$ cat src/hdl/ksa_pkg.sv
// Shared types, codes and sizing constants for the keyed slot allocator.
`default_nettype none

package ksa_pkg;

    localparam int NUM_SLOTS_DEF = 16;

    // command codes
    localparam logic [1:0] CMD_ALLOC   = 2'd0;
    localparam logic [1:0] CMD_RELEASE = 2'd1;
    localparam logic [1:0] CMD_LOOKUP  = 2'd2;

    // result status codes
    localparam logic [2:0] ST_NEW      = 3'd0;
    localparam logic [2:0] ST_BOUND    = 3'd1;
    localparam logic [2:0] ST_FULL     = 3'd2;
    localparam logic [2:0] ST_NOTFOUND = 3'd3;
    localparam logic [2:0] ST_RELEASED = 3'd4;

    typedef struct packed {
        logic [1:0]  command;
        logic [31:0] request_id;
    } in_word_t;

    typedef struct packed {
        logic [2:0] status;
        logic [3:0] slot_index;
        logic [4:0] free_count;
        logic [4:0] used_count;
    } out_word_t;

    typedef enum logic [1:0] {
        S_IDLE,
        S_SEARCH,
        S_UPDATE
    } state_t;

    // controller to datapath
    typedef struct packed {
        logic load;    // capture the input word
        logic search;  // register the owner match vector
        logic update;  // apply stack/binding change and register the result
    } ctrl_t;

endpackage

`default_nettype wire

$ cat src/hdl/ksa_ctrl.sv
// Sequencing state machine for the keyed slot allocator.
`default_nettype none

module ksa_ctrl
(
    input  wire logic           clk,
    input  wire logic           rst_n,
    input  wire logic           start,
    output logic                busy,
    output logic                done,
    output ksa_pkg::ctrl_t      ctrl
);

    ksa_pkg::state_t state_reg;
    ksa_pkg::state_t state_next;
    logic            done_reg;
    logic            done_next;

    always_ff @(posedge clk or negedge rst_n)
    begin
        if (!rst_n)
        begin
            state_reg <= ksa_pkg::S_IDLE;
            done_reg  <= 1'b0;
        end
        else
        begin
            state_reg <= state_next;
            done_reg  <= done_next;
        end
    end

    always_comb
    begin
        state_next  = state_reg;
        done_next   = 1'b0;
        ctrl.load   = 1'b0;
        ctrl.search = 1'b0;
        ctrl.update = 1'b0;
        unique case (state_reg)
            ksa_pkg::S_IDLE:
            begin
                if (start)
                begin
                    ctrl.load  = 1'b1;
                    state_next = ksa_pkg::S_SEARCH;
                end
            end
            ksa_pkg::S_SEARCH:
            begin
                ctrl.search = 1'b1;
                state_next  = ksa_pkg::S_UPDATE;
            end
            ksa_pkg::S_UPDATE:
            begin
                ctrl.update = 1'b1;
                done_next   = 1'b1;
                state_next  = ksa_pkg::S_IDLE;
            end
            default:
            begin
                state_next = ksa_pkg::S_IDLE;
            end
        endcase
    end

    assign busy = (state_reg != ksa_pkg::S_IDLE);
    assign done = done_reg;

endmodule

`default_nettype wire

$ cat src/hdl/ksa_datapath.sv
// Owner table, bound flags, free stack and result register.
`default_nettype none

module ksa_datapath
#(
    parameter int NUM_SLOTS = ksa_pkg::NUM_SLOTS_DEF
)
(
    input  wire logic              clk,
    input  wire logic              rst_n,
    input  wire ksa_pkg::ctrl_t    ctrl,
    input  wire ksa_pkg::in_word_t request,
    output ksa_pkg::out_word_t     result
);

    localparam int SLOT_W = (NUM_SLOTS > 1) ? $clog2(NUM_SLOTS) : 1;
    localparam int CNT_W  = $clog2(NUM_SLOTS + 1);
    localparam logic [CNT_W-1:0] FULL_CNT = CNT_W'(NUM_SLOTS);

    logic [1:0]              cmd_reg;
    logic [31:0]             id_reg;
    logic [31:0]             owner_reg [NUM_SLOTS];
    logic [NUM_SLOTS-1:0]    bound_reg;
    logic [SLOT_W-1:0]       stack_reg [NUM_SLOTS];
    logic [CNT_W-1:0]        top_reg;
    logic [NUM_SLOTS-1:0]    match_reg;
    ksa_pkg::out_word_t      result_reg;

    logic [NUM_SLOTS-1:0]    match_next;
    logic                    hit;
    logic [SLOT_W-1:0]       hit_idx;
    logic [CNT_W-1:0]        top_dec;
    logic [SLOT_W-1:0]       pop_slot;
    logic                    do_pop;
    logic                    do_push;
    logic [2:0]              status_next;
    logic [SLOT_W-1:0]       slot_next;
    logic [CNT_W-1:0]        top_next;
    logic [CNT_W-1:0]        used_next;
    logic [SLOT_W+3:0]       slot_ext;
    logic [CNT_W+4:0]        free_ext;
    logic [CNT_W+4:0]        used_ext;

    // parallel owner compare, bound slots only
    always_comb
    begin
        for (int i = 0; i < NUM_SLOTS; i++)
        begin
            match_next[i] = bound_reg[i] && (owner_reg[i] == id_reg);
        end
    end

    // lowest matching index wins
    always_comb
    begin
        hit     = |match_reg;
        hit_idx = '0;
        for (int i = NUM_SLOTS - 1; i >= 0; i--)
        begin
            if (match_reg[i])
            begin
                hit_idx = SLOT_W'(i);
            end
        end
    end

    assign top_dec  = top_reg - CNT_W'(1);
    assign pop_slot = stack_reg[top_dec[SLOT_W-1:0]];

    always_comb
    begin
        do_pop      = 1'b0;
        do_push     = 1'b0;
        slot_next   = '0;
        status_next = ksa_pkg::ST_NOTFOUND;
        top_next    = top_reg;
        priority if (cmd_reg == ksa_pkg::CMD_ALLOC)
        begin
            if (hit)
            begin
                status_next = ksa_pkg::ST_BOUND;
                slot_next   = hit_idx;
            end
            else if (top_reg == '0)
            begin
                status_next = ksa_pkg::ST_FULL;
            end
            else
            begin
                do_pop      = 1'b1;
                status_next = ksa_pkg::ST_NEW;
                slot_next   = pop_slot;
                top_next    = top_dec;
            end
        end
        else if (cmd_reg == ksa_pkg::CMD_RELEASE)
        begin
            if (hit)
            begin
                status_next = ksa_pkg::ST_RELEASED;
                slot_next   = hit_idx;
                // cannot overflow while free and bound slots partition the pool
                if (top_reg < FULL_CNT)
                begin
                    do_push  = 1'b1;
                    top_next = top_reg + CNT_W'(1);
                end
            end
        end
        else
        begin
            // lookup, and the unused code behaves as lookup
            if (hit)
            begin
                status_next = ksa_pkg::ST_BOUND;
                slot_next   = hit_idx;
            end
        end
    end

    assign used_next = FULL_CNT - top_next;
    assign slot_ext  = {4'b0, slot_next};
    assign free_ext  = {5'b0, top_next};
    assign used_ext  = {5'b0, used_next};

    // control-side state: bound flags, stack and its fill level
    always_ff @(posedge clk or negedge rst_n)
    begin
        if (!rst_n)
        begin
            bound_reg <= '0;
            top_reg   <= FULL_CNT;
            for (int i = 0; i < NUM_SLOTS; i++)
            begin
                stack_reg[i] <= SLOT_W'(i);
            end
        end
        else if (ctrl.update)
        begin
            top_reg <= top_next;
            if (do_pop)
            begin
                bound_reg[pop_slot] <= 1'b1;
            end
            if (cmd_reg == ksa_pkg::CMD_RELEASE && hit)
            begin
                bound_reg[hit_idx] <= 1'b0;
            end
            if (do_push)
            begin
                stack_reg[top_reg[SLOT_W-1:0]] <= hit_idx;
            end
        end
    end

    // payload registers
    always_ff @(posedge clk)
    begin
        if (ctrl.load)
        begin
            cmd_reg <= request.command;
            id_reg  <= request.request_id;
        end
        if (ctrl.search)
        begin
            match_reg <= match_next;
        end
        if (ctrl.update)
        begin
            if (do_pop)
            begin
                owner_reg[pop_slot] <= id_reg;
            end
            result_reg.status     <= status_next;
            result_reg.slot_index <= slot_ext[3:0];
            result_reg.free_count <= free_ext[4:0];
            result_reg.used_count <= used_ext[4:0];
        end
    end

    assign result = result_reg;

endmodule

`default_nettype wire

$ cat src/hdl/keyed_slot_allocator.sv
// Top level of the keyed slot allocator: controller plus datapath.
//
// Binds 32-bit request ids to a pool of NUM_SLOTS slots kept on a LIFO free
// stack. A word on request (command, request_id) is taken at a rising edge
// with start high and busy low. Allocate returns the slot already bound to
// the id, or pops a free slot and binds it, or reports no free slot.
// Release unbinds the id and pushes its slot back; lookup only reports.
// The result word (status, slot_index, free_count, used_count) appears on
// result for exactly one cycle with done high, once the word has passed the
// load, search and update steps; the receiver cannot hold it off. Busy is
// high from acceptance until the result is registered, so no new word is
// taken while one is in progress: the accepting edge latches the word, the
// search state registers the parallel owner compare, the update state
// priority-encodes the match and applies the stack pop or push.
// A new word may be taken in the cycle that done is high.
// Reset: all slots unbound, stack holds every slot, no clearing pass.
`default_nettype none

module keyed_slot_allocator
#(
    parameter int NUM_SLOTS = ksa_pkg::NUM_SLOTS_DEF
)
(
    input  wire logic              clk,
    input  wire logic              rst_n,
    input  wire logic              start,
    input  wire ksa_pkg::in_word_t request,
    output logic                   busy,
    output logic                   done,
    output ksa_pkg::out_word_t     result
);

    ksa_pkg::ctrl_t ctrl;

    ksa_ctrl u_ctrl
    (
        .clk   (clk),
        .rst_n (rst_n),
        .start (start),
        .busy  (busy),
        .done  (done),
        .ctrl  (ctrl)
    );

    ksa_datapath
    #(
        .NUM_SLOTS (NUM_SLOTS)
    )
    u_datapath
    (
        .clk     (clk),
        .rst_n   (rst_n),
        .ctrl    (ctrl),
        .request (request),
        .result  (result)
    );

    // an accepted word keeps the block busy next cycle
    a_accept_busy: assert property (@(posedge clk) disable iff (!rst_n)
        (start && !busy) |=> busy)
        else $error("busy not raised after accept");

    // a result only follows a busy cycle
    a_done_after_busy: assert property (@(posedge clk) disable iff (!rst_n)
        done |-> $past(busy))
        else $error("done without preceding work");

    // no free slot only when the stack is empty
    a_full_empty: assert property (@(posedge clk) disable iff (!rst_n)
        (done && result.status == ksa_pkg::ST_FULL) |-> (result.free_count == 5'd0))
        else $error("no-free-slot reported with slots on the stack");

    // status stays within the defined codes
    a_status_code: assert property (@(posedge clk) disable iff (!rst_n)
        done |-> (result.status <= ksa_pkg::ST_RELEASED))
        else $error("undefined status code");

endmodule

`default_nettype wire

$ cat config.mk
export PLATFORM = sky130hd
export DESIGN_NAME = keyed_slot_allocator
export DESIGN_NICKNAME = d
export VERILOG_FILES = /design/src/hdl/ksa_pkg.sv /design/src/hdl/ksa_ctrl.sv /design/src/hdl/ksa_datapath.sv /design/src/hdl/keyed_slot_allocator.sv
export SDC_FILE = /design/constraint.sdc
export NUM_CORES = 1
export LEC_CHECK = 0
export BUFFER_PORTS_ARGS = -buffer_cell sky130_fd_sc_hd__buf_4
export CELL_PAD_IN_SITES_DETAIL_PLACEMENT = 2
export CELL_PAD_IN_SITES_GLOBAL_PLACEMENT = 2
export CORE_MARGIN = 4
export CORE_UTILIZATION = 35
export CTS_BUF_LIST = sky130_fd_sc_hd__clkbuf_16
export CTS_CLUSTER_DIAMETER = 50
export DETAILED_ROUTE_END_ITERATION = 8
export HOLD_SLACK_MARGIN = 0.05
export MAX_ROUTING_LAYER = met4
export PLACE_DENSITY_LB_ADDON = 0.1
export RECOVER_POWER = 25
export SETUP_SLACK_MARGIN = 0.5
export SLEW_MARGIN = 10
export SYNTH_ARGS = -nofsm -noshare
export SYNTH_HDL_FRONTEND = slang
export SYNTH_SLANG_ARGS = --single-unit
$ cat constraint.sdc
create_clock -name clk -period 5.5 [get_ports clk]
set_clock_uncertainty 0.05 [all_clocks]
set_input_delay 0.55 -clock clk [delete_from_list [all_inputs] [get_ports clk]]
set_output_delay 0.55 -clock clk [all_outputs]
set_load 0.01 [all_outputs]
# --- Word-level counts from Yosys, hierarchy flattened ---
# Memory sizes are Yosys's and may differ from the RTL's.
# Index checks and enable logic that the tools add are counted.
op_classes:
  addsub: 3
  order_cmp: 8
  eq_ne: 20
  mux: 61
  bitwise_logic: 5
  n_reduce_logical: 26
ops:
  columns: ["cell", "count"]
  rows:
  - ["32-bit equality test", 16]
  - ["4-bit two-way mux", 23]
  - ["64-bit bitwise mux", 1]
  - ["16-bit two-way mux", 3]
  - ["5-bit two-way mux", 6]
  - ["1-bit logical AND", 20]
  - ["16-bit bitwise AND", 1]
  - ["4-bit binary-select mux with 4-bit select", 1]
  - ["4-bit demux with 4-bit select", 1]
  - ["1-bit two-way mux", 16]
  - ["16-bit NOT", 1]
  - ["16-bit OR", 1]
  - ["16-bit OR reduction", 1]
  - ["3-bit two-way mux", 4]
  - ["5-bit >= comparator, second input constant", 2]
  - ["4-bit by 5-bit less-than comparator with 1-bit output, second input constant", 2]
  - ["4-bit NOT with 5-bit output", 2]
  - ["1-bit demux with 4-bit select", 2]
  - ["4-bit by 1-bit >= comparator with 1-bit output, second input constant", 2]
  - ["2-bit two-way mux", 3]
  - ["5-bit by 1-bit adder with 5-bit output, second input constant", 1]
  - ["5-bit logical NOT", 1]
  - ["5-bit by 1-bit less-than comparator with 1-bit output, second input constant", 1]
  - ["5-bit less-than comparator, second input constant", 1]
  - ["other kinds (9)", 11]
word_totals:
  ff_bits: 155
  ramBits: 512
  input_bits: 37
  output_inout_bits: 19
  word_cells: 151
  mem_count: 1
memory_table:
  columns: ["memory", "depth", "word_bits", "read_ports", "rd_clocked_by_memory_dff", "wr", "line", "rtl"]
  rows:
  - ["u_datapath.owner_reg", 16, 32, 16, 0, 1, "ksa_datapath.sv:22", "logic [31:0] owner_reg [NUM_SLOTS];"]

# --- Logic depth before layout (Yosys ltp) ---
logic_depth:
  depth_word: 23
  mapped_depth: 13
  depth_no_buf: 11

# --- Cells and area by module ---
# A second synthesis with hierarchy kept.
hier_totals:
  hier_cells: 1730
  area_unflattened_um2: 28137.0
by_module_without_submodules:
  columns: ["module", "instances", "cells_each", "area_each_um2", "seq_area_each_um2"]
  rows:
  - ["ksa_datapath", 1, 1719, 28006.9, 19525.0]
  - ["ksa_ctrl", 1, 11, 130.1, 75.1]

# --- Worst setup path before layout ---
# No wires, ideal clock.
synth_timing:
  path_type: "register to register"
  from: "reg u_datapath.top_reg[0]"
  to: "mem u_datapath.owner_reg[4][0], enable pin"
  t_arrival_ns: 4.398
  t_required_ns: 5.029
  slack_ns: 0.631
  path_stages_with_launch: 10
  path_buffers: 3
  period_less_slack_ns: 4.869
  path_cell_list: "dfrtp_1 -> buf_6 -> buf_4 -> inv_1 -> ha_1 -> clkbuf_1 -> mux4_2 -> mux4_2 -> or4_4 -> nor2_1"
synth_via:
  elab_chain_len: 7
synth_lines:
  columns: ["item", "line", "rtl"]
  rows:
  - ["start, declared", "ksa_datapath.sv:25", "logic [CNT_W-1:0] top_reg;"]
  - ["start signal, assigned", "ksa_datapath.sv:140", "top_reg <= top_next;"]
  - ["branches (longest 7 deep; another with 5-bit by 1-bit subtractor with 5-bit output)", null, null]
  - ["end, declared", "ksa_datapath.sv:22", null]
# Parallel ways; which one is timed is not known. The select of a mux whose other input is x is not followed.

# --- Final worst setup path ---
layout_timing:
  from: "reg u_datapath.id_reg[29]"
  to: "reg u_datapath.match_reg[7], data pin"
layout_via:
  elab_chain_len: 2
layout_lines:
  columns: ["item", "line", "rtl"]
  rows:
  - ["start, declared", "ksa_datapath.sv:21", "logic [31:0] id_reg;"]
  - ["start signal, assigned", "ksa_datapath.sv:162", "id_reg <= request.request_id;"]
  - ["32-bit equality test", "ksa_datapath.sv:49", "match_next[i] = bound_reg[i] && (owner_reg[i] == id_reg);"]
  - ["1-bit logical AND", "ksa_datapath.sv:49", null]
  - ["net u_datapath.match_next[7]", "ksa_datapath.sv:29", "logic [NUM_SLOTS-1:0] match_next;"]
  - ["end signal, assigned", "ksa_datapath.sv:166", "match_reg <= match_next;"]
  - ["end, declared", "ksa_datapath.sv:26", "logic [NUM_SLOTS-1:0] match_reg;"]
# The timed path passes the listed nets, and every way through them passes these cells.
# A chain may end at the register's enable or synchronous reset.

==> results.py <==
metrics = {
    "status": {
        "status": "finished, violations left",
        "violations": "max-capacitance violations, max-slew violations",
    },
    "synthesis": {
        "synth_ff_type": "edfxtp_1",
        "async_flop_share_pct": 13.2,
        "ys_seq_elements": 666,
        "ys_warn_count": 0,
        "syn_nets": 1833,
        "netlist_area_um2": 27800,
        "syn_area_per_cell_um2": 15.6,
        "seq_area_frac_synth_pct": 70.4,
        "ys_types": 57,
        "synthesis.instances": 1790,
        "synth-edff-count": 578,
    },
    "final_layout": {
        "final_cell_mix": "edfxtp_1, xnor2_1, nand4_1, clkbuf_16, xor2_1",
        "nets": 2033,
        "final_common_cell": "edfxtp_1",
        "area_growth_pct": 20.7,
        "largest_register_ff_count": 512,
        "fillers": 7600,
        "drive_gt1_share_pct": 17.7,
    },
    "global_routing": {
        "grt_pass1_vias": 17500,
        "grt-ovfl-total": 0,
        "grt_max_degree": 51,
        "track_usage_pct": 20.9,
        "grt_pass1_wl_mm": 126,
        "grt_antenna_before_repair": 4,
    },
    "drt": {
        "drc_errors": 0,
        "routed_wl_mm": 86.4,
        "ant_nets": 0,
        "routed-via-count": 15900,
        "drt_iter0_markers": 1098,
        "drt_pass1_iterations": 5,
        "vias_per_cell": 5.11,
        "wl_per_cell_um": 27.7,
    },
    "worst_setup_path": {
        "critical_path_class": "flop to flop",
        "path_max_fanout": 27,
        "worstPathArrival_ns": 4.87,
        "end_kind": "flop",
        "critPathRequiredTime_ns": 5.73,
        "reg2regPathDepth": 6,
        "critPathLaunchType": "flop",
    },
    "floorplanning": {
        "start_util_pct": 35.3,
        "dieHeight_um": 290,
        "io_pins": 56,
        "dieArea_um2": 84100,
        "rows": 103,
        "die_w_um": 290,
        "fp.coreArea_um2": 78900,
    },
    "cts": {
        "clk_pin_slew_ns": 0.06,
        "cts_tree": "built",
        "cts.path.max_buffers": 3,
        "htreeDepth": 3,
        "cts.root.buffer_cell": "clkbuf_16",
        "cts_made_buffers": 96,
        "clk_latency_ns": 0.64,
        "clkSinkCount": 666,
    },
    "timing": {
        "slew_viol_final": 237,
        "maxSlewHeadroom_pct": -73.5,
        "tns_ns": 0,
        "grt_setup_unrepaired": "no",
        "fin_ws_ns": 0.853,
        "fmax_ghz": 0.215,
        "tightestPinTransition_ns": 2.60,
        "layout_min_cycle_time_ns": 4.65,
        "hold_viol": 0,
        "final.period_utilization_pct": 84.5,
        "setup-violations-final": 0,
    },
    "place": {
        "dp_hpwl_mm": 56.5,
        "pre_cts_slack_ns": 1.08,
        "place_congestion": 0.794,
        "io_buffers": 55,
    },
    "hold_path": {
        "whs_path_depth": 3,
        "hold_class": "input pin to flop",
    },
    "pwr": {
        "power_density_nw_per_um2": 397,
        "leakage_nw": 10.8,
        "irDropWorstVdd_v": 0.000356,
    },
    "run": {
        "drv_cap": 11,
    },
}
==> worst max-delay path, stage by stage (launching register included) <==
cell,delay [ns]
edfxtp_1,0.35
clkbuf_1,1.83
xnor2_1,0.22
nand4_1,0.15
nor4_1,0.57
nand4_1,0.17
nor4_1,0.92
==> where the power goes <==
group | leakage [nW] | internal, mW | switching [mW]
clock | 1.58 | 3.81 | 2.43
combinational | 2.88 | 0.483 | 0.821
sequential | 6.32 | 5.64 | 0.135
total | 10.8 | 9.94 | 3.39
==> logic make-up (layout without fill, tap and decap cells) <==
family          count (synthesis)  count (layout)  share of synthesized area, %
flops                         666             666                          70.4
xor+xnor                      516             516                          16.2
simple gates                  352             352                          7.05
compound gates                113             113                          2.45
buf+inv                       101             381                          1.42
mux                            36              36                          2.16
fa+ha+maj                       6               6                         0.270
other cells                     0               1                             0
==> layer usage <==
metal | vias to the layer above | wire [um] | track usage, %
met3 | 102 | 3170 | 2.92
met5 | - | 0 | -
li1 | 7017 | - | -
met4 | 0 | 1390 | 4.43
met1 | 8549 | 39600 | 28.2
met2 | 274 | 42300 | 34.1
==> area by class of cell <==
class / instances / area [um2] / share of cell area [%]
Clock buffer: 97 / 2430 / 7.23
Tap cell: 1050 / 1310 / 3.91
Inverter: 17 / 63.8 / 0.190
Antenna cell: 1 / 2.50 / 0.00745
Sequential cell: 666 / 19600 / 58.3
Multi-Input combinational cell: 1023 / 7920 / 23.6
Timing Repair Buffer: 186 / 1430 / 4.27
Clock inverter: 81 / 835 / 2.48
==> final timing paths <==
path | startpoint | endpoint | slack [ns]
min in group asynchronous | rst_n | u_datapath.stack_reg[58] | 1.09
max in group asynchronous | rst_n | u_datapath.bound_reg[3] | 2.47
max reg2reg | u_datapath.id_reg[29] | u_datapath.match_reg[7] | 0.85
min | start | u_ctrl.state_reg[0] | 0.18
min reg2reg | u_datapath.stack_reg[17] | u_datapath.stack_reg[17] | 0.42
max | u_datapath.id_reg[29] | u_datapath.match_reg[7] | 0.85
==> per-stage QoR <==
step,total power [mW],instance area (um2),util (%),hold WS [ns],instances
floorplan,6.59,27800,-,0.204,1790
global placement,7.15,30100,38.2,0.408,2907
detailed placement,7.20,30100,38.2,0.418,2907
CTS,13.5,33700,42.8,0.158,3120
global route,13.8,33600,42.6,0.185,3121
finish,13.3,33600,42.6,0.182,3121
==> synth_stat cells, drive strengths merged (4+ instances only) <==
cell	count	area, um2
a21oi	13	65.1
a2bb2oi	5	43.8
buf	7	43.8
clkbuf	77	289
dfrtp	55	1380
dfstp	33	867
edfxtp	578	17400
ha	6	75.1
inv	17	63.8
mux2	10	113
mux2i	8	80.1
mux4	18	409
nand2	71	267
nand2b	6	37.5
nand3	19	95.1
nand4	126	788
nor2	33	131
nor2b	12	75.1
nor3	8	50.1
nor4	59	382
o21ai	64	320
o21bai	4	30.0
o32a	4	40.0
xnor2	428	3750
xor2	88	771
==> what timing repair did <==
item / in CTS / in global routing
setup buffers: 0 / 0
hold buffers: 35 / 0
endpoints found under the hold margin: 55 / 0
gates resized for setup: 0 / 0
Power figures use the tool's default switching activity.
